### src/rtl/gwno_pkg.sv
// shared types and constants for the grid window nearest obstacle core
// no dependencies
`timescale 1ns / 1ps
`default_nettype none
package gwno_pkg;
  localparam int MAX_SIDE = 256;
  localparam int DEPTH = MAX_SIDE * MAX_SIDE;
  localparam int ADDR_W = $clog2(DEPTH);
  localparam int SIDE_W = $clog2(MAX_SIDE);
  localparam int DIV_STEPS = 33;
  localparam int SQRT_STEPS = 32;

  localparam logic [2:0] REG_BASE_X = 3'd0;
  localparam logic [2:0] REG_BASE_Y = 3'd1;
  localparam logic [2:0] REG_CELL_SIZE = 3'd2;
  localparam logic [2:0] REG_GRID_WIDTH = 3'd3;
  localparam logic [2:0] REG_GRID_HEIGHT = 3'd4;

  localparam logic OP_WRITE = 1'b0;
  localparam logic OP_QUERY = 1'b1;

  localparam logic [1:0] STATUS_FOUND = 2'd0;
  localparam logic [1:0] STATUS_NONE = 2'd1;
  localparam logic [1:0] STATUS_INVALID = 2'd2;

  typedef enum logic [1:0] {DIV_X, DIV_Y, DIV_R} div_src_t;

  typedef enum logic [3:0] {
    ST_IDLE, ST_CHECK, ST_DIVX, ST_LDY, ST_DIVY, ST_LDR, ST_DIVR,
    ST_WIN, ST_SETUP, ST_SCAN, ST_DRAIN, ST_SQRT, ST_FIN
  } state_t;

  typedef struct packed {
    logic     accept_write;
    logic     accept_query;
    logic     mark_invalid;
    logic     div_load;
    div_src_t div_src;
    logic     div_step;
    logic     store_cx;
    logic     store_cy;
    logic     window;
    logic     setup;
    logic     scan;
    logic     sqrt_load;
    logic     sqrt_step;
    logic     finish;
  } cmd_t;

  typedef struct packed {
    logic geom_ok;
    logic cell_ok;
    logic scan_last;
    logic pipe_busy;
    logic found;
    logic out_busy;
  } stat_t;
endpackage
`default_nettype wire

### src/rtl/gwno_ctrl.sv
// query sequencer for the nearest obstacle core
// depends on gwno_pkg
`timescale 1ns / 1ps
`default_nettype none
module gwno_ctrl (
  input  wire logic           clk,
  input  wire logic           rst,
  input  wire logic           in_valid,
  input  wire logic           operation,
  output      logic           in_stall,
  input  wire gwno_pkg::stat_t stat,
  output      gwno_pkg::cmd_t  cmd
);
  gwno_pkg::state_t state, state_next;
  logic [5:0] cnt, cnt_next;
  logic accept;

  always_ff @(posedge clk) begin
    if (rst) begin
      state <= gwno_pkg::ST_IDLE;
      cnt <= '0;
    end else begin
      state <= state_next;
      cnt <= cnt_next;
    end
  end

  assign in_stall = (state != gwno_pkg::ST_IDLE);
  assign accept = in_valid && !in_stall;

  always_comb begin
    state_next = state;
    cnt_next = cnt;
    cmd = '0;
    cmd.div_src = gwno_pkg::DIV_X;
    case (state)
      gwno_pkg::ST_IDLE: begin
        if (accept) begin
          if (operation == gwno_pkg::OP_QUERY) begin
            cmd.accept_query = 1'b1;
            state_next = gwno_pkg::ST_CHECK;
          end else begin
            cmd.accept_write = 1'b1;
          end
        end
      end
      gwno_pkg::ST_CHECK: begin
        if (!stat.geom_ok) begin
          cmd.mark_invalid = 1'b1;
          state_next = gwno_pkg::ST_FIN;
        end else begin
          cmd.div_load = 1'b1;
          cmd.div_src = gwno_pkg::DIV_X;
          cnt_next = '0;
          state_next = gwno_pkg::ST_DIVX;
        end
      end
      gwno_pkg::ST_DIVX, gwno_pkg::ST_DIVY, gwno_pkg::ST_DIVR: begin
        cmd.div_step = 1'b1;
        cnt_next = cnt + 6'd1;
        if (cnt == 6'(gwno_pkg::DIV_STEPS - 1)) begin
          cnt_next = '0;
          case (state)
            gwno_pkg::ST_DIVX: state_next = gwno_pkg::ST_LDY;
            gwno_pkg::ST_DIVY: state_next = gwno_pkg::ST_LDR;
            default: state_next = gwno_pkg::ST_WIN;
          endcase
        end
      end
      gwno_pkg::ST_LDY: begin
        cmd.store_cx = 1'b1;
        cmd.div_load = 1'b1;
        cmd.div_src = gwno_pkg::DIV_Y;
        state_next = gwno_pkg::ST_DIVY;
      end
      gwno_pkg::ST_LDR: begin
        cmd.store_cy = 1'b1;
        cmd.div_load = 1'b1;
        cmd.div_src = gwno_pkg::DIV_R;
        state_next = gwno_pkg::ST_DIVR;
      end
      gwno_pkg::ST_WIN: begin
        if (!stat.cell_ok) begin
          cmd.mark_invalid = 1'b1;
          state_next = gwno_pkg::ST_FIN;
        end else begin
          cmd.window = 1'b1;
          state_next = gwno_pkg::ST_SETUP;
        end
      end
      gwno_pkg::ST_SETUP: begin
        cmd.setup = 1'b1;
        state_next = gwno_pkg::ST_SCAN;
      end
      gwno_pkg::ST_SCAN: begin
        cmd.scan = 1'b1;
        if (stat.scan_last) begin
          state_next = gwno_pkg::ST_DRAIN;
        end
      end
      gwno_pkg::ST_DRAIN: begin
        if (!stat.pipe_busy) begin
          if (stat.found) begin
            cmd.sqrt_load = 1'b1;
            cnt_next = '0;
            state_next = gwno_pkg::ST_SQRT;
          end else begin
            state_next = gwno_pkg::ST_FIN;
          end
        end
      end
      gwno_pkg::ST_SQRT: begin
        cmd.sqrt_step = 1'b1;
        cnt_next = cnt + 6'd1;
        if (cnt == 6'(gwno_pkg::SQRT_STEPS - 1)) begin
          state_next = gwno_pkg::ST_FIN;
        end
      end
      gwno_pkg::ST_FIN: begin
        if (!stat.out_busy) begin
          cmd.finish = 1'b1;
          state_next = gwno_pkg::ST_IDLE;
        end
      end
      default: state_next = gwno_pkg::ST_IDLE;
    endcase
  end
endmodule
`default_nettype wire

### config.mk
export PLATFORM = sky130hd
export DESIGN_NAME = gwno_ctrl
export DESIGN_NICKNAME = d
export VERILOG_FILES = /design/src/rtl/gwno_pkg.sv /design/src/rtl/gwno_ctrl.sv
export SDC_FILE = /design/constraint.sdc
export NUM_CORES = 1
export LEC_CHECK = 0
export BUFFER_PORTS_ARGS = -buffer_cell sky130_fd_sc_hd__buf_4
export CELL_PAD_IN_SITES_DETAIL_PLACEMENT = 0
export CELL_PAD_IN_SITES_GLOBAL_PLACEMENT = 1
export CORE_MARGIN = 5
export CORE_UTILIZATION = 35
export CTS_CLUSTER_SIZE = 28
export DETAILED_ROUTE_END_ITERATION = 7
export GPL_ROUTABILITY_DRIVEN = 0
export HOLD_SLACK_MARGIN = 0.12
export PLACE_DENSITY_LB_ADDON = 0.1
export SYNTH_ARGS = -nofsm -noshare
export SYNTH_HDL_FRONTEND = slang
export SYNTH_SLANG_ARGS = --single-unit
### constraint.sdc
create_clock -name clk -period 2.1 [get_ports clk]
set_clock_uncertainty 0.15 [all_clocks]
set_input_delay 0.105 -clock clk [delete_from_list [all_inputs] [get_ports clk]]
set_output_delay 0.105 -clock clk [all_outputs]
set_load 0.02 [all_outputs]
; Word level (Yosys, flattened, before mapping)
; Index checks and enable logic that the tools add are counted.
; Widths: inputs -> output; s select.
[op_classes]
muxes = 39
shifts = 0
n_mul = 0
div = 0
magnitude_cmp = 0
bitwise_logic = 0
n_eq_ne = 23
n_addsub = 1
n_reduce_logical = 8
[ops]
columns = operator, count
row1 = $pmux 4 s11, 1
row2 = $mux 4, 8
row3 = $mux 6, 4
row4 = $pmux 6 s4, 1
row5 = $eq 4x4->1 const B, 5
row6 = $ne 2x2->1 const B, 9
row7 = $mux 1, 17
row8 = $eq 4x3->1 const B, 4
row9 = $mux 3, 3
row10 = $pmux 3 s3, 1
row11 = $eq 4x2->1 const B, 2
row12 = $reduce_bool 4->1, 2
row13 = $reduce_and 7->1, 1
row14 = $add 6x1->6 const B, 1
row15 = $eq 6x5->1 const B, 1
row16 = $eq 6x6->1 const B, 1
row17 = $pmux 3 s2, 1
row18 = $eq 4x1->1 const B, 1
row19 = $logic_not 4->1, 1
row20 = $mux 2, 2
row21 = $reduce_and 4->1, 1
row22 = $reduce_or 3->1, 1
row23 = $pmux 1 s2, 1
row24 = $logic_and 1x1->1, 1
row25 = $logic_not 1->1, 1
[word_totals]
mem_bits_rw = 0
latchBits = 0
output_inout_bits = 16
reg_bits = 10
rom_bits = 0
input_bits = 10
mem_count = 0
wordCells = 73

; Longest topological paths before layout
[depth]
word_depth = 5
depth_mapped = 6
depth_no_buf = 6

; Worst setup path after synthesis
; OpenSTA, ideal clock, no wires.
[synth_path]
path_type = reg-to-reg
from = register cnt[0]
to = register state[2]
stages_incl_launch_ff = 6
t_arrival_ns = 1.483
path_slack_ns = 0.345
setup_time_ns = 0.122
n_path_buf = 0
required_time_ns = 1.828
synth_period_minus_slack_ns = 1.755
path_cell_list = dfxtp_1 > ha_1 > and3_1 > a311o_2 > a41o_1 > o311a_1
[synth_between]
elab_chain_len = 3
elab_cells_between_ends = 5
[synth_rtl]
columns = item, line_no
row1 = "start, declared", gwno_ctrl.sv:15  ; logic [5:0] cnt, cnt_next;
row2 = "start signal, assigned", gwno_ctrl.sv:24  ; cnt <= cnt_next;
row3 = $eq 6x5->1 or $eq 6x6->1 (tied branches), "gwno_ctrl.sv:115, gwno_ctrl.sv:61"
row4 = $ne 2x2->1 (no line), -
row5 = $reduce_and 7->1 (no line) (*), -
row6 = "end signal, assigned", gwno_ctrl.sv:20  ; state <= gwno_pkg::ST_IDLE;
row7 = "end signal, assigned", gwno_ctrl.sv:23  ; state <= state_next;
row8 = "end, declared", gwno_ctrl.sv:14  ; gwno_pkg::state_t state, state_next;
; Every way passes the cells marked *; elsewhere a longest branch is shown, timed or not.
; A chain may end at the register's enable or synchronous reset.

==> impl_table.tex <==
\begin{tabular}{lr}
\hline
Metric & Value \\
\hline
\multicolumn{2}{l}{\textbf{Critical path}} \\
Worst reg2reg path depth & 5 \\
Nature of the critical path endpoint & output pin \\
Worst stage delay on the critical path & 430 ps \\
Critical R2R Capture & state[2]\$\_SDFFE\_PP0P\_ \\
Start-to-end type of the worst setup path & reg2out \\
Biggest fanout along the worst timing path & 10 \\
Crit path cell chain & buf\_4, buf\_4, nand2\_1, nor2\_1, and2\_1, buf\_4 \\
Reg-to-Reg Start & cnt[0]\$\_SDFFE\_PP0P\_ \\
Worst Setup SP & state[0]\$\_SDFFE\_PP0P\_ \\
Destination of the critical timing path & cmd[5] \\
Slack of the worst reg-to-reg path & 240 ps \\
Critical path startpoint category & flip-flop \\
Data required time at the worst endpoint & 1850 ps \\
Arrival time at the worst endpoint & 1650 ps \\
Cell at the slowest stage of the critical path & sky130\_fd\_sc\_hd\_\_dfxtp\_2 \\
Crit path top cell by count & sky130\_fd\_sc\_hd\_\_buf\_4 \\
\multicolumn{2}{l}{\textbf{Layout}} \\
Area of the multi-input gates & 694 um\^{}2 \\
Non-Filler Cell Area, Final & 1270 um\^{}2 \\
Nets@finish & 173 \\
Area taken by flip-flops and latches & 204 um\^{}2 \\
Diodes inserted & 0 \\
Proportion of layout cells with a drive suffix above 1 & 33.1\% \\
Synth-to-Final Area Change & 29.2\% \\
Final Non-Filler Cells & 191 \\
Number of fill cells & 301 \\
\multicolumn{2}{l}{\textbf{STA}} \\
Maximum operating frequency & 0.524 GHz \\
Share of the clock period used by the worst path & 90.9\% \\
Clock period minus final worst setup slack & 1910 ps \\
Number of hold violations in the final report & 0 \\
Fin. max-slew vios & 0 \\
Max-Slew Margin vs Limit & 71.4\% \\
Actual slew at the worst max-slew pin & 427 ps \\
Hold slack & 120 ps \\
RSZ-0062 raised after global routing & no \\
Total of endpoints with negative setup slack in the final report & 0 \\
Setup total negative slack & 0 ps \\
\multicolumn{2}{l}{\textbf{Yosys}} \\
Synth area leaders & sky130\_fd\_sc\_hd\_\_dfxtp\_1, sky130\_fd\_sc\_hd\_\_o211ai\_1, sky130\_fd\_sc\_hd\_\_a21oi\_1 \\
Ys flop type & sky130\_fd\_sc\_hd\_\_dfxtp\_1 \\
Proportion of synthesized chip area in sequential cells & 20.3\% \\
EDFF count, synth & 0 \\
Main combinational cell family by area after synthesis & simple AND/OR/NAND/NOR gates \\
Synthesized instance count & 130 \\
Mean Syn Cell Area & 7.57 um\^{}2 \\
Synthesized-area fraction occupied by adder cells & 2.54\% \\
Synth async-reset ratio & 0\% \\
Compound-cell area share of the yosys netlist & 31.9\% \\
Seq cells post-synth & 10 \\
Synth warnings & 0 \\
Area share of and/or/nand/nor cells after synthesis & 33.0\% \\
Number of distinct library cells after synthesis & 41 \\
Net Count, Synth & 142 \\
Post-Synth XOR/XNOR Area & 0\% \\
Largest area contributor in the synthesized netlist & sky130\_fd\_sc\_hd\_\_dfxtp\_1 \\
Multiplexer fraction of the synthesized cell area & 3.05\% \\
Summed instance area of the synthesized netlist & 985 um\^{}2 \\
Share of Yosys cell area claimed by the top area cell type & 20.3\% \\
\multicolumn{2}{l}{\textbf{Floorplan}} \\
Core Area & 2730 um\^{}2 \\
X dimension of the die & 63.0 um \\
Total Die Area & 3970 um\^{}2 \\
Vertical die dimension & 63.0 um \\
I/O Pins & 26 \\
Starting density of the core & 36.0\% \\
Std cell rows & 19 \\
\multicolumn{2}{l}{\textbf{Clocking}} \\
TritonCTS Buffers & 3 \\
Clock tree from TritonCTS & done \\
Later-pin clock latency in the skew report & 270 ps \\
Num Clock Sinks & 10 \\
CTS max path bufs & 2 \\
Number of levels the H-tree was split into & 1 \\
Clock Tree Root & sky130\_fd\_sc\_hd\_\_clkbuf\_4 \\
Post-CTS setup buffer count & 0 \\
Clock slew at the register clock pins of the worst setup and hold paths & 60 ps \\
\multicolumn{2}{l}{\textbf{Power and ir drop}} \\
Clk network pwr share & 11.6\% \\
Overall power after layout & 1.52 mW \\
Proportion of power drawn by combinational gates & 65.1\% \\
Sequential share of power & 23.4\% \\
IR drop worst, VDD & 0.544 mV \\
Switching part of the total & 47.0\% \\
Power per unit of standard cell area & 1200 nW/um\^{}2 \\
Pleak & 0.532 nW \\
Cell internal pwr & 808 uW \\
Switching power summed over all nets & 717 uW \\
\multicolumn{2}{l}{\textbf{Route}} \\
Remaining antenna violation count after routing & 0 \\
Via density & 5.64 \\
Average wire per standard cell & 15.4 um \\
Remaining design rule violation count & 0 \\
Overall via count from detail\_route & 1,078 \\
Initial DRC count & 38 \\
Number of iterations in the first detailed-routing pass & 4 \\
Drt total wl & 2940 um \\
\multicolumn{2}{l}{\textbf{GRT}} \\
Largest net degree at the start of global routing & 21 \\
Global route overflow & 0 \\
Wire length of the first global-routing pass & 5040 um \\
Global routing usage summed across all routing layers & 15.4\% \\
Number of antenna violations at the first check in global routing & 0 \\
Number of global-route vias before repair & 1,054 \\
\multicolumn{2}{l}{\textbf{Run status}} \\
Outcome & complete, no violations \\
\multicolumn{2}{l}{\textbf{Place}} \\
HPWL after detailed placement & 2350 um \\
IO buf count & 25 \\
Placed cell areas & 1220 um\^{}2 \\
Number of cells in the design after placement & 186 \\
\multicolumn{2}{l}{\textbf{Min path}} \\
Class of the tightest hold or removal check & in2reg \\
\multicolumn{2}{l}{\textbf{Flow run}} \\
Max-cap violations & 0 \\
\hline
\end{tabular}
[final cells by class]
class                      instances  share of cell area (%)
multi-input combinational        103                    54.6
timing repair buffer              36                    21.4
sequential                        10                    16.0
tap                               31                    3.05
clock buffer                       4                    2.85
inverter                           7                    2.06
[cells by family (layout without fill, tap and decap cells)]
| logic type | count (synthesis) | count (layout) |
|---|---|---|
| AO/OA/AOI/OAI | 45 | 45 |
| adder cells (fa/ha/maj) | 2 | 2 |
| buffers and inverters | 17 | 47 |
| flip-flops | 10 | 10 |
| multiplexers | 3 | 3 |
| AND/OR/NAND/NOR | 53 | 53 |
[sequential cells by signal, summed over array words and instances, names as in the netlist]
name,count
cnt,6
state,4
[cells in the mapped netlist, drive strengths merged, types with 3 or more instances]
cell / n
o21ai: 9
clkbuf: 3
buf: 7
nor3: 7
dfxtp: 10
inv: 7
o211ai: 9
nor2b: 4
mux2i: 3
nor2: 9
and3: 4
nand2: 10
nand3: 4
a21oi: 12
a21o: 3
[routing by layer]
metal | wire length (um) | share of wire, % | up-vias | track usage (%)
li1 | - | - | 539 | -
met1 | 1360 | 46 | 520 | 20.1
met2 | 1460 | 50 | 17 | 25.4
met3 | 102 | 3.5 | 2 | 2.16
met4 | 17 | 0.58 | 0 | 5.57
met5 | 0 | 0 | - | 0
[placed cells by master (no fill, tap or decap), types with 4 or more instances in the layout]
cell type,n
sky130_fd_sc_hd__a21oi_1,12
sky130_fd_sc_hd__inv_1,7
sky130_fd_sc_hd__nor2b_1,4
sky130_fd_sc_hd__nand3_1,4
sky130_fd_sc_hd__nor3_1,7
sky130_fd_sc_hd__o21ai_0,7
sky130_fd_sc_hd__buf_4,35
sky130_fd_sc_hd__and3_1,4
sky130_fd_sc_hd__dfxtp_1,7
sky130_fd_sc_hd__o211ai_1,9
sky130_fd_sc_hd__nand2_1,9
sky130_fd_sc_hd__nor2_1,9
[worst max-delay path, delay by kind of cell, from the launching register on]
kind / cells / cell delay, ps
buf+inv: 3 / 460
flops: 1 / 430
simple gates: 3 / 510
[worst min-delay path by stage]
stage                             to  cells after the start  startpoint
5_1_grt        state[0]$_SDFFE_PP0P_                      4     stat[0]
3_3_place_gp   state[2]$_SDFFE_PP0P_                      3         rst
2_1_floorplan  state[0]$_SDFFE_PP0P_                      3         rst
6_report       state[1]$_SDFFE_PP0P_                      4     stat[0]
4_1_cts        state[1]$_SDFFE_PP0P_                      4     stat[0]
3_5_place_dp   state[2]$_SDFFE_PP0P_                      3         rst
[power by group through the flow]
stage | clock network (mW) | logic (mW) | registers (mW)
3_3_place_gp | 0 | 0.973 | 0.350
5_1_grt | 0.192 | 1.10 | 0.369
4_1_cts | 0.184 | 0.997 | 0.345
3_5_place_dp | 0 | 0.993 | 0.350
6_report | 0.176 | 0.992 | 0.356
2_1_floorplan | 0 | 0.765 | 0.261
[repair_timing]
action / in CTS / in global routing
endpoints found under the setup margin: 0 / 3
hold buffers: 1 / 0
resized for setup: 0 / 3
hold endpoints to repair: 10 / 0
[stage by stage]
stage	utilization, %	setup slack, ps
2_1_floorplan	-	345
5_1_grt	46.5	90.3
4_1_cts	46.4	47.0
3_3_place_gp	44.7	205
3_5_place_dp	44.7	141
6_report	46.5	192
No activity file was read; power rests on OpenSTA's default activity.
